$ cat src/rtl/core/delta_varint_sample_encoder_defines.svh
// ----------------------------------------------------------------------------
// Assertion macros for the delta varint sample encoder
// Shared implication checks, clocked on clk and held off during reset.
// ----------------------------------------------------------------------------
`ifndef DELTA_VARINT_SAMPLE_ENCODER_DEFINES_SVH
`define DELTA_VARINT_SAMPLE_ENCODER_DEFINES_SVH

// Consequent must hold in the same cycle as the antecedent.
`define DVE_ASSERT_SAME(label, ante, cons, msg) \
    label: assert property (@(posedge clk) disable iff (!rst_n) (ante) |-> (cons)) \
        else $error(msg);

// Consequent must hold in the cycle after the antecedent.
`define DVE_ASSERT_NEXT(label, ante, cons, msg) \
    label: assert property (@(posedge clk) disable iff (!rst_n) (ante) |=> (cons)) \
        else $error(msg);

`endif

$ cat src/rtl/core/dve_pkg.sv
// ----------------------------------------------------------------------------
// dve_pkg
// Types and constants shared by the delta varint sample encoder.
// ----------------------------------------------------------------------------
package dve_pkg;

    localparam int unsigned SampleWidth = 32;
    localparam int unsigned AddrWidth   = 3;

    localparam logic [7:0] SignFlag = 8'h01;
    localparam logic [7:0] MoreFlag = 8'h80;

    // Register map, decoded on paddr[2].
    localparam logic RegNarrowSamples = 1'b0;

    // Result of the shared subtract unit.
    typedef struct packed {
        logic [SampleWidth-1:0] value;   // difference, wrapped to the sample width
        logic                   top;     // difference is the most negative value
        logic                   neg;     // sign bit of the difference
    } alu_res_t;

endpackage

$ cat src/rtl/core/dve_channels.sv
// ----------------------------------------------------------------------------
// Channel interfaces
// Valid/ready request channels for incoming samples and outgoing code bytes.
// ----------------------------------------------------------------------------
interface dve_sample_if;
    logic                                valid;
    logic                                ready;
    logic signed [dve_pkg::SampleWidth-1:0] sample;
    logic                                first_of_block;

    modport source (output valid, sample, first_of_block, input ready);
    modport sink   (input valid, sample, first_of_block, output ready);
endinterface

interface dve_code_if;
    logic       valid;
    logic       ready;
    logic [7:0] code_byte;
    logic       last_byte;
    logic       clipped;

    modport source (output valid, code_byte, last_byte, clipped, input ready);
    modport sink   (input valid, code_byte, last_byte, clipped, output ready);
endinterface

$ cat src/rtl/core/dve_alu.sv
// ----------------------------------------------------------------------------
// dve_alu
// Shared subtractor: a - b wrapped to 16 or 32 bits, with sign and
// most-negative flags. Used for the difference and for the negation.
// ----------------------------------------------------------------------------
module dve_alu
(
    input  logic [dve_pkg::SampleWidth-1:0] a,
    input  logic [dve_pkg::SampleWidth-1:0] b,
    input  logic                            narrow,
    output dve_pkg::alu_res_t               res
);

    logic [dve_pkg::SampleWidth-1:0] diff;
    logic [dve_pkg::SampleWidth-1:0] wrapped;
    logic                            sign;
    logic                            low_zero;

    always_comb
    begin
        diff = a - b;
        if (narrow)
        begin
            wrapped  = {16'h0000, diff[15:0]};
            sign     = diff[15];
            low_zero = (diff[14:0] == 15'h0000);
        end
        else
        begin
            wrapped  = diff;
            sign     = diff[31];
            low_zero = (diff[30:0] == 31'h0000_0000);
        end
        res.value = wrapped;
        res.neg   = sign;
        res.top   = sign && low_zero;
    end

endmodule

$ cat src/rtl/core/delta_varint_sample_encoder.sv
// ----------------------------------------------------------------------------
// delta_varint_sample_encoder
// Each accepted sample is coded as its difference from the previous sample
// (or against zero when first_of_block is set), wrapped at 16 or 32 bits per
// the narrow_samples register, and sent as sign-magnitude varint bytes: the
// first byte holds the sign in bit 0 and six magnitude bits, later bytes seven
// bits each, bit 7 set while more bytes follow. A most-negative difference
// yields a single byte of zero with clipped and last_byte set. A sample is
// accepted in ST_IDLE, its difference formed in ST_DIFF, negated in ST_NEGATE
// only when the difference is negative, then sent in ST_EMIT at one byte per
// cycle (one to five bytes) while the output register is free to take one; both
// subtractions go through a single shared subtractor and the bytes leave
// through one output register. The input is not ready until the last byte of
// the current sample has moved into the output register.
// ----------------------------------------------------------------------------
`include "delta_varint_sample_encoder_defines.svh"

module delta_varint_sample_encoder
(
    input  logic                            clk,
    input  logic                            rst_n,
    dve_sample_if.sink                      samples,
    dve_code_if.source                      codes,
    input  logic                            psel,
    input  logic                            penable,
    input  logic                            pwrite,
    input  logic [dve_pkg::AddrWidth-1:0]   paddr,
    input  logic [31:0]                     pwdata,
    output logic [31:0]                     prdata,
    output logic                            pready
);

    typedef enum logic [1:0] {
        ST_IDLE,
        ST_DIFF,
        ST_NEGATE,
        ST_EMIT
    } state_t;

    state_t                          state_reg, state_next;
    logic                            narrow_reg, narrow_next;
    logic [dve_pkg::SampleWidth-1:0] sample_reg, sample_next;
    logic                            first_reg, first_next;
    logic [dve_pkg::SampleWidth-1:0] prev_reg, prev_next;
    logic [dve_pkg::SampleWidth-1:0] mag_reg, mag_next;
    logic                            sign_reg, sign_next;
    logic                            clip_reg, clip_next;
    logic                            lead_reg, lead_next;
    logic                            out_valid_reg, out_valid_next;
    logic [7:0]                      out_byte_reg, out_byte_next;
    logic                            out_last_reg, out_last_next;
    logic                            out_clip_reg, out_clip_next;

    logic [dve_pkg::SampleWidth-1:0] alu_a;
    logic [dve_pkg::SampleWidth-1:0] alu_b;
    dve_pkg::alu_res_t               alu_res;

    logic                            in_take;
    logic                            out_free;
    logic                            cfg_write;
    logic [dve_pkg::SampleWidth-1:0] mag_rest;
    logic [6:0]                      group_bits;
    logic                            more;

    dve_alu u_alu
    (
        .a      (alu_a),
        .b      (alu_b),
        .narrow (narrow_reg),
        .res    (alu_res)
    );

    assign samples.ready = (state_reg == ST_IDLE);
    assign in_take       = samples.valid && samples.ready;
    assign out_free      = !out_valid_reg || codes.ready;

    assign codes.valid     = out_valid_reg;
    assign codes.code_byte = out_byte_reg;
    assign codes.last_byte = out_last_reg;
    assign codes.clipped   = out_clip_reg;

    assign pready    = 1'b1;
    assign cfg_write = psel && penable && pwrite;
    assign prdata    = (paddr[2] == dve_pkg::RegNarrowSamples) ? {31'h0, narrow_reg} : 32'h0;

    // The subtractor forms the difference first, then the negated magnitude.
    always_comb
    begin
        if (state_reg == ST_NEGATE)
        begin
            alu_a = '0;
            alu_b = mag_reg;
        end
        else
        begin
            alu_a = sample_reg;
            alu_b = first_reg ? '0 : prev_reg;
        end
    end

    // The first byte takes six magnitude bits next to the sign, later bytes seven.
    always_comb
    begin
        if (lead_reg)
        begin
            mag_rest   = mag_reg >> 6;
            group_bits = {mag_reg[5:0], sign_reg};
        end
        else
        begin
            mag_rest   = mag_reg >> 7;
            group_bits = mag_reg[6:0];
        end
        more = (mag_rest != '0);
    end

    always_comb
    begin
        state_next     = state_reg;
        narrow_next    = narrow_reg;
        sample_next    = sample_reg;
        first_next     = first_reg;
        prev_next      = prev_reg;
        mag_next       = mag_reg;
        sign_next      = sign_reg;
        clip_next      = clip_reg;
        lead_next      = lead_reg;
        out_valid_next = out_valid_reg && !codes.ready;
        out_byte_next  = out_byte_reg;
        out_last_next  = out_last_reg;
        out_clip_next  = out_clip_reg;

        if (cfg_write && (paddr[2] == dve_pkg::RegNarrowSamples))
        begin
            narrow_next = pwdata[0];
        end

        case (state_reg)
            ST_IDLE:
            begin
                if (in_take)
                begin
                    sample_next = samples.sample;
                    first_next  = samples.first_of_block;
                    state_next  = ST_DIFF;
                end
            end
            ST_DIFF:
            begin
                prev_next = sample_reg;
                mag_next  = alu_res.value;
                sign_next = alu_res.neg;
                clip_next = alu_res.top;
                lead_next = 1'b1;
                if (alu_res.neg && !alu_res.top)
                begin
                    state_next = ST_NEGATE;
                end
                else
                begin
                    state_next = ST_EMIT;
                end
            end
            ST_NEGATE:
            begin
                mag_next   = alu_res.value;
                state_next = ST_EMIT;
            end
            ST_EMIT:
            begin
                if (out_free)
                begin
                    out_valid_next = 1'b1;
                    if (clip_reg)
                    begin
                        out_byte_next = '0;
                        out_last_next = 1'b1;
                        out_clip_next = 1'b1;
                        state_next    = ST_IDLE;
                    end
                    else
                    begin
                        out_byte_next = {(more ? dve_pkg::MoreFlag[7] : 1'b0), group_bits};
                        out_last_next = !more;
                        out_clip_next = 1'b0;
                        mag_next      = mag_rest;
                        lead_next     = 1'b0;
                        if (!more)
                        begin
                            state_next = ST_IDLE;
                        end
                    end
                end
            end
            default:
            begin
                state_next = ST_IDLE;
            end
        endcase
    end

    always_ff @(posedge clk or negedge rst_n)
    begin
        if (!rst_n)
        begin
            state_reg     <= ST_IDLE;
            narrow_reg    <= 1'b0;
            sample_reg    <= '0;
            first_reg     <= 1'b0;
            prev_reg      <= '0;
            mag_reg       <= '0;
            sign_reg      <= 1'b0;
            clip_reg      <= 1'b0;
            lead_reg      <= 1'b0;
            out_valid_reg <= 1'b0;
            out_byte_reg  <= '0;
            out_last_reg  <= 1'b0;
            out_clip_reg  <= 1'b0;
        end
        else
        begin
            state_reg     <= state_next;
            narrow_reg    <= narrow_next;
            sample_reg    <= sample_next;
            first_reg     <= first_next;
            prev_reg      <= prev_next;
            mag_reg       <= mag_next;
            sign_reg      <= sign_next;
            clip_reg      <= clip_next;
            lead_reg      <= lead_next;
            out_valid_reg <= out_valid_next;
            out_byte_reg  <= out_byte_next;
            out_last_reg  <= out_last_next;
            out_clip_reg  <= out_clip_next;
        end
    end

    `DVE_ASSERT_SAME(a_clip_single, out_valid_reg && out_clip_reg,
        out_last_reg && (out_byte_reg == 8'h00), "clipped result must be a lone zero byte")
    `DVE_ASSERT_SAME(a_more_flag, out_valid_reg && !out_clip_reg,
        out_byte_reg[7] == !out_last_reg, "continuation bit disagrees with last_byte")
    `DVE_ASSERT_NEXT(a_take_busy, in_take, state_reg == ST_DIFF,
        "accepted sample did not start the difference step")
    `DVE_ASSERT_SAME(a_narrow_mag, (state_reg == ST_EMIT) && narrow_reg,
        mag_reg[31:16] == 16'h0000, "narrow magnitude exceeds 16 bits")

endmodule
$ cat src/flat_wrapper.sv
// flat-port wrapper written by rule: the top's interface ports become plain ports
module delta_varint_sample_encoder_flat 
  (clk, rst_n, psel, penable, pwrite, paddr, pwdata, prdata, pready, samples_valid, samples_sample, samples_first_of_block, samples_ready, codes_valid, codes_code_byte, codes_last_byte, codes_clipped, codes_ready);
  dve_sample_if samples_i ();
  dve_code_if codes_i ();
  input  logic clk;
  input  logic rst_n;
  input  logic psel;
  input  logic penable;
  input  logic pwrite;
  input  logic [dve_pkg::AddrWidth-1:0] paddr;
  input  logic [31:0] pwdata;
  output logic [31:0] prdata;
  output logic pready;
  input wire logic [$bits(samples_i.valid)-1:0] samples_valid;
  input wire logic [$bits(samples_i.sample)-1:0] samples_sample;
  input wire logic [$bits(samples_i.first_of_block)-1:0] samples_first_of_block;
  output wire logic [$bits(samples_i.ready)-1:0] samples_ready;
  output wire logic [$bits(codes_i.valid)-1:0] codes_valid;
  output wire logic [$bits(codes_i.code_byte)-1:0] codes_code_byte;
  output wire logic [$bits(codes_i.last_byte)-1:0] codes_last_byte;
  output wire logic [$bits(codes_i.clipped)-1:0] codes_clipped;
  input wire logic [$bits(codes_i.ready)-1:0] codes_ready;
  assign samples_i.valid = samples_valid;
  assign samples_i.sample = samples_sample;
  assign samples_i.first_of_block = samples_first_of_block;
  assign samples_ready = samples_i.ready;
  assign codes_valid = codes_i.valid;
  assign codes_code_byte = codes_i.code_byte;
  assign codes_last_byte = codes_i.last_byte;
  assign codes_clipped = codes_i.clipped;
  assign codes_i.ready = codes_ready;
  delta_varint_sample_encoder u_core (.clk(clk), .rst_n(rst_n), .samples(samples_i), .codes(codes_i), .psel(psel), .penable(penable), .pwrite(pwrite), .paddr(paddr), .pwdata(pwdata), .prdata(prdata), .pready(pready));
endmodule
$ cat config.mk
export PLATFORM = sky130hd
export DESIGN_NAME = delta_varint_sample_encoder_flat
export DESIGN_NICKNAME = d
export VERILOG_FILES = /design/src/rtl/core/dve_pkg.sv /design/src/rtl/core/dve_channels.sv /design/src/rtl/core/dve_alu.sv /design/src/rtl/core/delta_varint_sample_encoder.sv /design/src/flat_wrapper.sv
export VERILOG_INCLUDE_DIRS = /design/src /design/src/rtl/core
export SDC_FILE = /design/constraint.sdc
export NUM_CORES = 1
export LEC_CHECK = 0
export BUFFER_PORTS_ARGS = -buffer_cell sky130_fd_sc_hd__clkbuf_2
export CAP_MARGIN = 40
export CORE_AREA = 8 8 138 127
export CTS_CLUSTER_SIZE = 30
export DETAILED_ROUTE_END_ITERATION = 12
export DIE_AREA = 0 0 146 135
export PLACE_DENSITY = 0.74
export SYNTH_ARGS = -nofsm -noshare
export SYNTH_HDL_FRONTEND = slang
export SYNTH_SLANG_ARGS = --single-unit
$ cat constraint.sdc
create_clock -name clk -period 7.7 [get_ports clk]
set_input_delay 0 -clock clk [delete_from_list [all_inputs] [get_ports clk]]
set_output_delay 0 -clock clk [all_outputs]
set_load 0.01 [all_outputs]
==> impl_results.md, run 1 <==
- Post-CTS Resized: 0
- Routed Antenna Nets: 0
- Async set-reset flop share out of synthesis: 100%
- Crit Path Class: flop to flop
- Core area: 0.0152 mm^2
- Unique cell type count in the Yosys netlist: 71
- Max Root-Sink Buffers: 2
- R2r startpoint: u_core.state_reg[0]$_DFFE_PN0P_
- CTS tree: yes
- Vias in the first global route: 6367
- CTS sink cnt: 114
- Die area: 0.0197 mm^2
- Fmax: 0.213 GHz
- Crit-path max FO: 17
- # DRC: 0
- Max stage delay on crit path: 580 ps
- Final Hold Viols: 0
- Critical path data required time: 8010 ps
- Post-route clock skew: 6.03 ps
- DRT Pass-1 Iters: 5
- Most frequent cell after synthesis: dfrtp_1
- Post-synth top area share: 36.3%
- Post-synth top cells: dfrtp_1 (114), mux2_2 (76), nand2_1 (70)
- Post-synth EDFFs: 0
- Endpoints failing setup: 0
- H-tree levels: 4
- Period utilization: 60.8%
- Clock transition at path regs: 60 ps
- DIE WIDTH: 146 um
- Worst slew margin: 40.7%
- Endpoint class of the critical path: flop
- Layout cell share with drive strength beyond 1: 20.4%
- Post-Synthesis Cell Area: 0.00785 mm^2
- Cells after Synth: 829
- Critical Path, Cell by Cell: inv_1, ha_2, nor2_2, buf_4, a22oi_1, ha_1, a21oi_1, o21ai_0, a21oi_1, o221ai_1, a211oi_1, a211oi_1, a41oi_2, o2bb2ai_1
- Avg WL per Cell: 17.3 um
- WP buf/inv: 2
- Largest net degree at the start of global routing: 65
- Hold Path Class: primary input to asynchronous set/reset pin
- Final Wtd Congestion: 0.924
- CP Launch Type: flop
- Initial core utilization: 51.8%
- Final net count: 1010
- Worst slew pin tran: 889 ps
- Row count: 43
- Gr ovfl total: 0
- Avg Cell Area, Syn: 9.47 um^2
- Routed WL: 19200 um
- Setup TNS: 0 ps
- Setup ws final: 3010 ps
- Via/cell ratio: 5.77
- Number of warnings issued by yosys: 0
- Max Cap Viol: 0
- Fin crit period: 4690 ps
- Primary FF master, synth: dfrtp_1
- Initial antenna violation count: 0
- First-pass GRT wire length: 32300 um
- Routed via count: 6427
- Worst R2R Path Depth: 14
- Critical Path Slowest Stage Cell: nor2_2
- Hold Slack: 116 ps
- Reg-to-reg setup timing slack: 3010 ps
- Starting DRT DRC Count: 555
- Unrepaired setup endpoints after global routing: false
- Status: complete, no violations
- Total CTS buffers: 17
- Clock latency on the worst-skew pair: 420 ps
- Pins Over Slew Limit: 0
- Seq/Total Area, Yosys: 36.3%
- CP delay by family, top: compound AO/OA/AOI/OAI gates
- # diodes: 0
- DIE HEIGHT: 135 um
- Fill cells: 1320
- Synth-to-layout area growth: 17.0%
- DP Area: 0.00815 mm^2
- IO Count: 120
- Synthesized flop and latch total: 114
- Largest area contributor in the netlist: dfrtp_1
- CTS root buf: clkbuf_16
- Setup repair bufs after CTS: 0
- Dpl ws: 3100 ps
- WP data arrival: 4990 ps
- Final Cell Area: 0.00919 mm^2
- GRT Overall Usage: 20.2%
- Post-DP HPWL: 13900 um
- Capture point of the worst reg-to-reg path: u_core.clip_reg$_DFFE_PN0N_
- Synth area leaders: dfrtp_1 (36%), mux2_2 (11%), ha_1 (5.7%)
- Port bufs: 54
metal layers:
metal / global-route usage, % / wire [um]
met5: 0 / 0
met3: 4.95 / 1120
met1: 26.5 / 9120
met2: 31.6 / 8690
met4: 7.66 / 312
worst reg2reg max path: stages, from the launching register on:
cell	delay, ps
dfrtp_1	410
inv_1	110
ha_2	210
nor2_2	580
buf_4	390
a22oi_1	110
ha_1	480
a21oi_1	270
o21ai_0	210
a21oi_1	550
o221ai_1	230
a211oi_1	460
a211oi_1	120
a41oi_2	320
o2bb2ai_1	110
cell families (layout without fill, tap and decap cells):
family	Yosys count	after routing	share of synthesized area [%]
AOI/OAI and AO/OA	216	216	18.8
DFF	114	114	36.3
xor gates and xnor gates	23	23	2.57
buffers and inverters	95	147	6.13
muxes	109	109	15.1
and+or+nand+nor	233	233	15.0
other	2	32	0.0956
adders and majority gates	37	37	5.99
final cells by class:
| class | count | area [um^2] | area share (%) |
|---|---|---|---|
| clock inverters | 13 | 208 | 2.26 |
| clock buffers | 19 | 443 | 4.82 |
| repair buffers | 101 | 741 | 8.06 |
| well taps | 202 | 253 | 2.75 |
| multi-input cells | 650 | 4640 | 50.5 |
| inverters | 14 | 52.6 | 0.572 |
| flip-flops and latches | 114 | 2850 | 31.1 |
per-stage QoR:
step / cells / utilization [%]
2_1_floorplan: 859 / -
3_3_place_gp: 1041 / 53.5
3_5_place_dp: 1043 / 53.7
4_1_cts: 1113 / 60.5
5_1_grt: 1113 / 60.5
6_report: 1113 / 60.5
worst max-delay path by stage:
stage                                          from                              end  slack [ps]  cells after the start
global route        u_core.state_reg[0]$_DFFE_PN0P_      u_core.clip_reg$_DFFE_PN0N_        2680                     14
floorplan           u_core.state_reg[0]$_DFFE_PN0P_  u_core.state_reg[0]$_DFFE_PN0P_        3820                     17
finish              u_core.state_reg[0]$_DFFE_PN0P_      u_core.clip_reg$_DFFE_PN0N_        3010                     14
CTS                 u_core.state_reg[0]$_DFFE_PN0P_      u_core.clip_reg$_DFFE_PN0N_        3080                     14
global placement    u_core.state_reg[0]$_DFFE_PN0P_      u_core.clip_reg$_DFFE_PN0N_        3190                     16
detailed placement  u_core.state_reg[0]$_DFFE_PN0P_      u_core.clip_reg$_DFFE_PN0N_        3100                     14
cell usage in the layout, fill, tap and decap left out, drive strengths merged, types with 6 or more instances in the layout:
cell,netlist,layout
nand3,9,9
mux2i,33,33
conb,2,32
and3,7,7
a21oi,59,59
xnor2,12,12
o21ai,46,46
nor2,45,45
a211oi,7,7
dfrtp,114,114
buf,41,10
inv,13,14
a22oi,34,34
ha,36,36
xor2,11,11
clkinv,1,7
nand2,70,70
mux2,76,76
nor2b,39,39
nand2b,9,9
a31oi,6,6
clkbuf,40,72
nand4,13,13
o31ai,8,8
nor3,13,13
a21o,10,10
dlygate4sd3,0,38
a22o,7,7
o21a,9,9
repair_timing:
item | 4_1_cts | 5_1_grt
hold buffers | 38 | 0
endpoints found under the setup margin | 0 | 0
endpoints found under the hold margin | 78 | 0
Power of run 1 is not shown: default switching activity piles up to over one toggle a cycle in this logic, so the estimate is an artifact.
==> inputs of run 2 (changes only) <==
- clock period: 7.7 -> 4.57 ns (I/O delays scaled with it)
==> run 2 against run 1 <==
Against the previous run: sequential share of layout area fell by 0.14 points; sequential cell count is the same; worst setup slack got worse by 2600 ps; maximum frequency rose by 12%.
==> impl_results.md, run 2 (same netlist as run 1, synthesis figures left out) <==
- IO Count: 120 (unchanged)
- DIE WIDTH: 146 um (unchanged)
- Final Cell Area: 0.00923 mm^2 (was 0.00919 mm^2)
- Final net count: 1018 (was 1010)
- Initial antenna violation count: 0 (unchanged)
- Routed via count: 6549 (was 6427)
- Final Hold Viols: 0 (unchanged)
- CTS sink cnt: 114 (unchanged)
- Final Wtd Congestion: 0.919 (was 0.924)
- Crit Path Class: flop to flop (unchanged)
- Pins Over Slew Limit: 0 (unchanged)
- DP Area: 0.00825 mm^2 (was 0.00815 mm^2)
- Max Root-Sink Buffers: 2 (unchanged)
- Post-DP HPWL: 14100 um (was 13900 um)
- Status: complete, no violations (unchanged)
- Fin crit period: 4180 ps (was 4690 ps)
- Worst slew margin: 39.2% (was 40.7%)
- Fill cells: 1328 (was 1320)
- Critical Path Slowest Stage Cell: nor4b_1 (was nor2_2)
- Row count: 43 (unchanged)
- Critical path data required time: 4920 ps (was 8010 ps)
- H-tree levels: 4 (unchanged)
- DIE HEIGHT: 135 um (unchanged)
- Max stage delay on crit path: 520 ps (was 580 ps)
- Die area: 0.0197 mm^2 (unchanged)
- Dpl ws: 456 ps (was 3100 ps)
- Critical Path, Cell by Cell: inv_1, ha_2, nor2_2, buf_4, a22oi_1, fa_1, a21o_1, a221oi_4, o21bai_1, a21oi_1, xor2_1, nand2_1, nor4b_1, buf_4, o21a_2, a2bb2oi_2 (was inv_1, ha_2, nor2_2, buf_4, a22oi_1, ha_1, a21oi_1, o21ai_0, a21oi_1, o221ai_1, a211oi_1, a211oi_1, a41oi_2, o2bb2ai_1)
- Starting DRT DRC Count: 526 (was 555)
- CTS tree: yes (unchanged)
- GRT Overall Usage: 20.1% (was 20.2%)
- DRT Pass-1 Iters: 5 (unchanged)
- Endpoint class of the critical path: flop (unchanged)
- Synth-to-layout area growth: 17.5% (was 17.0%)
- Worst slew pin tran: 911 ps (was 889 ps)
- Routed WL: 19400 um (was 19200 um)
- Path length in cells of the critical path: 16 (was 14)
- Leading cell types in the layout, fill and taps excluded: dfrtp_1 (114), mux2_2 (76), nand2_1 (70) (unchanged)
- Total CTS buffers: 17 (unchanged)
- First-pass GRT wire length: 32300 um (unchanged)
- Initial core utilization: 51.8% (unchanged)
- Port bufs: 54 (unchanged)
- Setup ws final: 393 ps (was 3010 ps)
- Avg WL per Cell: 17.3 um (about the same)
- Crit-path max FO: 20 (was 17)
- Hold Path Class: primary input to asynchronous set/reset pin (unchanged)
- Fmax: 0.239 GHz (was 0.213 GHz)
- Routed Antenna Nets: 0 (unchanged)
- # diodes: 0 (unchanged)
- WP data arrival: 4530 ps (was 4990 ps)
- Max Cap Viol: 0 (unchanged)
- Setup TNS: 0 ps (unchanged)
- Largest net degree at the start of global routing: 68 (was 65)
- CP delay by family, top: compound AO/OA/AOI/OAI gates (unchanged)
- Layout cell share with drive strength beyond 1: 21.0% (was 20.4%)
- # DRC: 0 (unchanged)
- Unrepaired setup endpoints after global routing: false (unchanged)
- Most Frequent Cell on Critical Path: buf_4
- CTS root buf: clkbuf_16 (unchanged)
- Gr ovfl total: 0 (unchanged)
- Clock latency on the worst-skew pair: 430 ps (was 420 ps)
- Hold Slack: 129 ps (was 116 ps)
- Core area: 0.0152 mm^2 (unchanged)
- Post-CTS Resized: 0 (unchanged)
- CP Launch Type: flop (unchanged)
- Post-route clock skew: 8.39 ps (was 6.03 ps)
- Vias in the first global route: 6297 (was 6367)
- Via/cell ratio: 5.84 (was 5.77)
- Clock transition at path regs: 60 ps (about the same)
- Period utilization: 91.4% (was 60.8%)
- Commonest non-fill, non-tap cell in the layout: dfrtp_1 (unchanged)
- WP buf/inv: 3 (was 2)
- Worst R2R Path Depth: 16 (was 14)
- Endpoints failing setup: 0 (unchanged)
run 2: cell count changes in the layout (fill, tap and decap cells not counted), sizes merged:
cell / delta
clkbuf: -1
dlygate4sd3: +1
bufinv: -3
inv: +3
clkinvlp: +2
buf: +7
clkinv: -1
run 2: layer usage:
metal / track usage [%] / vias up / wire length [um]
met5: 0 / - / 0
met4: 7.15 / 0 / 337
met3: 4.68 / 32 / 1120
met2: 31.1 / 207 / 8630
met1: 27.1 / 3201 / 9300
li1: - / 3109 / -
run 2: timing repair:
action / CTS / global route
endpoints found under the hold margin: 151 / 0
setup buffers: 0 / 0
setup endpoints to repair: 0 / 0
hold buffers: 39 / 0
run 2: per-stage QoR:
step           instances  utilization (%)
6_report            1121             60.8
5_1_grt             1121             60.8
4_1_cts             1121             60.8
3_5_place_dp        1050             54.4
3_3_place_gp        1046             53.8
2_1_floorplan        859                -
run 2: final cells by class:
type | count | area (um^2) | share of cell area (%)
Sequential cell | 114 | 2850 | 30.9
Clock inverter | 14 | 154 | 1.67
Inverter | 14 | 52.6 | 0.569
Multi-Input combinational cell | 650 | 4640 | 50.2
Timing Repair Buffer | 109 | 851 | 9.22
Tap cell | 202 | 253 | 2.74
Clock buffer | 18 | 429 | 4.65
run 2: worst register-to-register path, cell delays in order (launching register included):
cell and delay (ps):
dfrtp_1 420, inv_1 110, ha_2 230, nor2_2 160, buf_4 280, a22oi_1 160
fa_1 450, a21o_1 240, a221oi_4 470, o21bai_1 110, a21oi_1 180, xor2_1 250
nand2_1 80, nor4b_1 520, buf_4 210, o21a_2 120, a2bb2oi_2 120
run 2: path summary, 6_finish.rpt:
kind	slack [ps]	startpoint	end
setup reg to reg	390	u_core.state_reg[0]$_DFFE_PN0P_	u_core.state_reg[0]$_DFFE_PN0P_
hold reg to reg	480	u_core.codes.code_byte[5]$_DFFE_PN0P_	u_core.codes.code_byte[5]$_DFFE_PN0P_
max in group asynchronous	3800	rst_n	u_core.sample_reg[31]$_DFFE_PN0P_
hold / removal	130	rst_n	u_core.narrow_reg$_DFFE_PN0P_
setup / recovery	390	u_core.state_reg[0]$_DFFE_PN0P_	u_core.state_reg[0]$_DFFE_PN0P_
min in group clk	240	paddr[2]	prdata[0]
Power of run 2 is left out for the same reason.
==> inputs of run 3 (changes only) <==
- GPL_TIMING_DRIVEN: default -> 1
- RECOVER_POWER: default -> 100
==> run 3 against run 2 <==
Against the previous run: via count up 0.15%; critical path depth unchanged; sequential cell count stayed put; clock-buffer cell count stayed put; sequential share of layout area is 0.34 points higher; global-route usage is the same; the run now ends with max-capacitance violations, max-slew violations left; largest cell class unchanged; cell area down 1.1%; die area did not move; non-clock buffer count did not move; core utilization decreased by 0.67 points; worst setup slack worse by 62 ps; clock skew is 3.5 ps higher.
==> impl_results.md, run 3 (same netlist as run 1, synthesis figures left out) <==
- Setup TNS: 0 ps (unchanged)
- Critical Path Slowest Stage Cell: nor4b_1 (unchanged)
- Post-DP HPWL: 14100 um (unchanged)
- Commonest non-fill, non-tap cell in the layout: dfrtp_1 (unchanged)
- Most Frequent Cell on Critical Path: buf_4 (unchanged)
- # diodes: 0 (unchanged)
- WP buf/inv: 3 (unchanged)
- Largest net degree at the start of global routing: 68 (unchanged)
- Max stage delay on crit path: 540 ps (was 520 ps)
- Gr ovfl total: 0 (unchanged)
- Crit Path Class: flop to flop (unchanged)
- DIE WIDTH: 146 um (unchanged)
- Unrepaired setup endpoints after global routing: false (unchanged)
- Clock latency on the worst-skew pair: 430 ps (about the same)
- Avg WL per Cell: 17.3 um (about the same)
- Endpoint class of the critical path: flop (unchanged)
- DRT Pass-1 Iters: 5 (unchanged)
- Register area: 0.00285 mm^2 (unchanged)
- Initial antenna violation count: 0 (unchanged)
- Critical path data required time: 4920 ps (about the same)
- Crit-path max FO: 20 (unchanged)
- Worst slew pin tran: 3480 ps (was 911 ps)
- Final Hold Viols: 0 (unchanged)
- Routed via count: 6559 (was 6549)
- Endpoints failing setup: 0 (unchanged)
- Die area: 0.0197 mm^2 (unchanged)
- First-pass GRT wire length: 32300 um (unchanged)
- CP Launch Type: flop (unchanged)
- Failing checks: max-capacitance violations, max-slew violations
- Fill cells: 1349 (was 1328)
- Clock transition at path regs: 50 ps (was 60 ps)
- Final Wtd Congestion: 0.919 (unchanged)
- Max Cap Viol: 2 (was 0)
- Starting DRT DRC Count: 591 (was 526)
- Vias in the first global route: 6297 (unchanged)
- DIE HEIGHT: 135 um (unchanged)
- GRT Overall Usage: 20.1% (unchanged)
- Core area: 0.0152 mm^2 (unchanged)
- Period utilization: 92.8% (was 91.4%)
- Routed WL: 19300 um (was 19400 um)
- Port bufs: 54 (unchanged)
- CP delay by family, top: compound AO/OA/AOI/OAI gates (unchanged)
- Max Root-Sink Buffers: 2 (unchanged)
- Status: finished, violations left (was complete, no violations)
- Leading cell types in the layout, fill and taps excluded: dfrtp_1 (114), mux2_2 (76), nand2_1 (70) (unchanged)
- CTS root buf: clkbuf_16 (unchanged)
- Post-route clock skew: 11.9 ps (was 8.39 ps)
- # DRC: 0 (unchanged)
- Fin crit period: 4240 ps (was 4180 ps)
- Layout cell share with drive strength beyond 1: 18.5% (was 21.0%)
- Fmax: 0.236 GHz (was 0.239 GHz)
- Routed Antenna Nets: 0 (unchanged)
- Hold Path Class: primary input to output port (was primary input to asynchronous set/reset pin)
- Worst slew margin: -132% (was 39.2%)
- Multi-input logic area: 0.00462 mm^2 (was 0.00464 mm^2)
- CTS sink cnt: 114 (unchanged)
- Total CTS buffers: 17 (unchanged)
- Synth-to-layout area growth: 16.2% (was 17.5%)
- Final net count: 1018 (unchanged)
- WP data arrival: 4590 ps (was 4530 ps)
- CTS tree: yes (unchanged)
- Row count: 43 (unchanged)
- Initial core utilization: 51.8% (unchanged)
- IO Count: 120 (unchanged)
- H-tree levels: 4 (unchanged)
- Pins Over Slew Limit: 111 (was 0)
- Via/cell ratio: 5.85 (was 5.84)
- Critical Path, Cell by Cell: inv_1, ha_2, nor2_1, buf_4, a22oi_1, fa_1, a21o_1, a221oi_4, o21bai_1, a21oi_1, xor2_1, nand2_1, nor4b_1, buf_4, o21a_2, a2bb2oi_2 (was inv_1, ha_2, nor2_2, buf_4, a22oi_1, fa_1, a21o_1, a221oi_4, o21bai_1, a21oi_1, xor2_1, nand2_1, nor4b_1, buf_4, o21a_2, a2bb2oi_2)
-- run 3: cell types whose count changed in the layout (fill, tap and decap cells not counted), sizes merged --
cell and delta:
buf -7, clkbuf +7
-- run 3: area by class of cell --
type	instances	share of cell area (%)
Multi-Input combinational cell	650	50.7
Clock buffer	18	4.70
Inverter	14	0.576
Tap cell	202	2.77
Timing Repair Buffer	109	8.34
Clock inverter	14	1.69
Sequential cell	114	31.3
-- run 3: worst register-to-register path, stage by stage (launching register included) --
cell,delay (ps)
dfrtp_1,420
inv_1,110
ha_2,220
nor2_1,200
buf_4,290
a22oi_1,160
fa_1,450
a21o_1,240
a221oi_4,460
o21bai_1,100
a21oi_1,180
xor2_1,250
nand2_1,80
nor4b_1,540
buf_4,220
o21a_2,120
a2bb2oi_2,120
-- run 3: per-stage QoR --
step | cells | hold WS [ps] | util [%] | worst slack (ps) | instance area [um^2]
2_1_floorplan | 859 | -296 | - | 687 | 7970
3_3_place_gp | 1046 | 183 | 53.8 | 531 | 8160
3_5_place_dp | 1050 | -167 | 54.4 | 456 | 8250
4_1_cts | 1121 | 158 | 60.8 | 440 | 9230
5_1_grt | 1121 | 259 | 60.2 | 139 | 9130
6_report | 1121 | 242 | 60.2 | 331 | 9130
-- run 3: metal layers --
metal | vias up | wire length (um) | GRT usage, %
met5 | - | 0 | 0
met4 | 0 | 333 | 7.15
met3 | 27 | 1240 | 4.68
met2 | 195 | 8660 | 31.1
met1 | 3222 | 9120 | 27.1
li1 | 3115 | - | -
-- run 3: what timing repair did --
action                                  4_1_cts  5_1_grt
endpoints found under the setup margin        0        0
endpoints found under the hold margin       151        0
gates resized for setup                       0        0
setup buffers                                 0        0
hold buffers                                 39        0
-- run 3: path summary, 6_finish.rpt --
path	cells after the start	slack, ps	end	start
setup / recovery	16	330	u_core.state_reg[0]$_DFFE_PN0P_	u_core.state_reg[0]$_DFFE_PN0P_
hold / removal	3	240	prdata[0]	paddr[2]
setup reg to reg	16	330	u_core.state_reg[0]$_DFFE_PN0P_	u_core.state_reg[0]$_DFFE_PN0P_
hold reg to reg	2	480	u_core.codes.code_byte[3]$_DFFE_PN0P_	u_core.codes.code_byte[3]$_DFFE_PN0P_
max in group asynchronous	3	1110	u_core.sample_reg[12]$_DFFE_PN0P_	rst_n
min in group asynchronous	3	590	u_core.sample_reg[30]$_DFFE_PN0P_	rst_n
Power of run 3 is left out for the same reason.
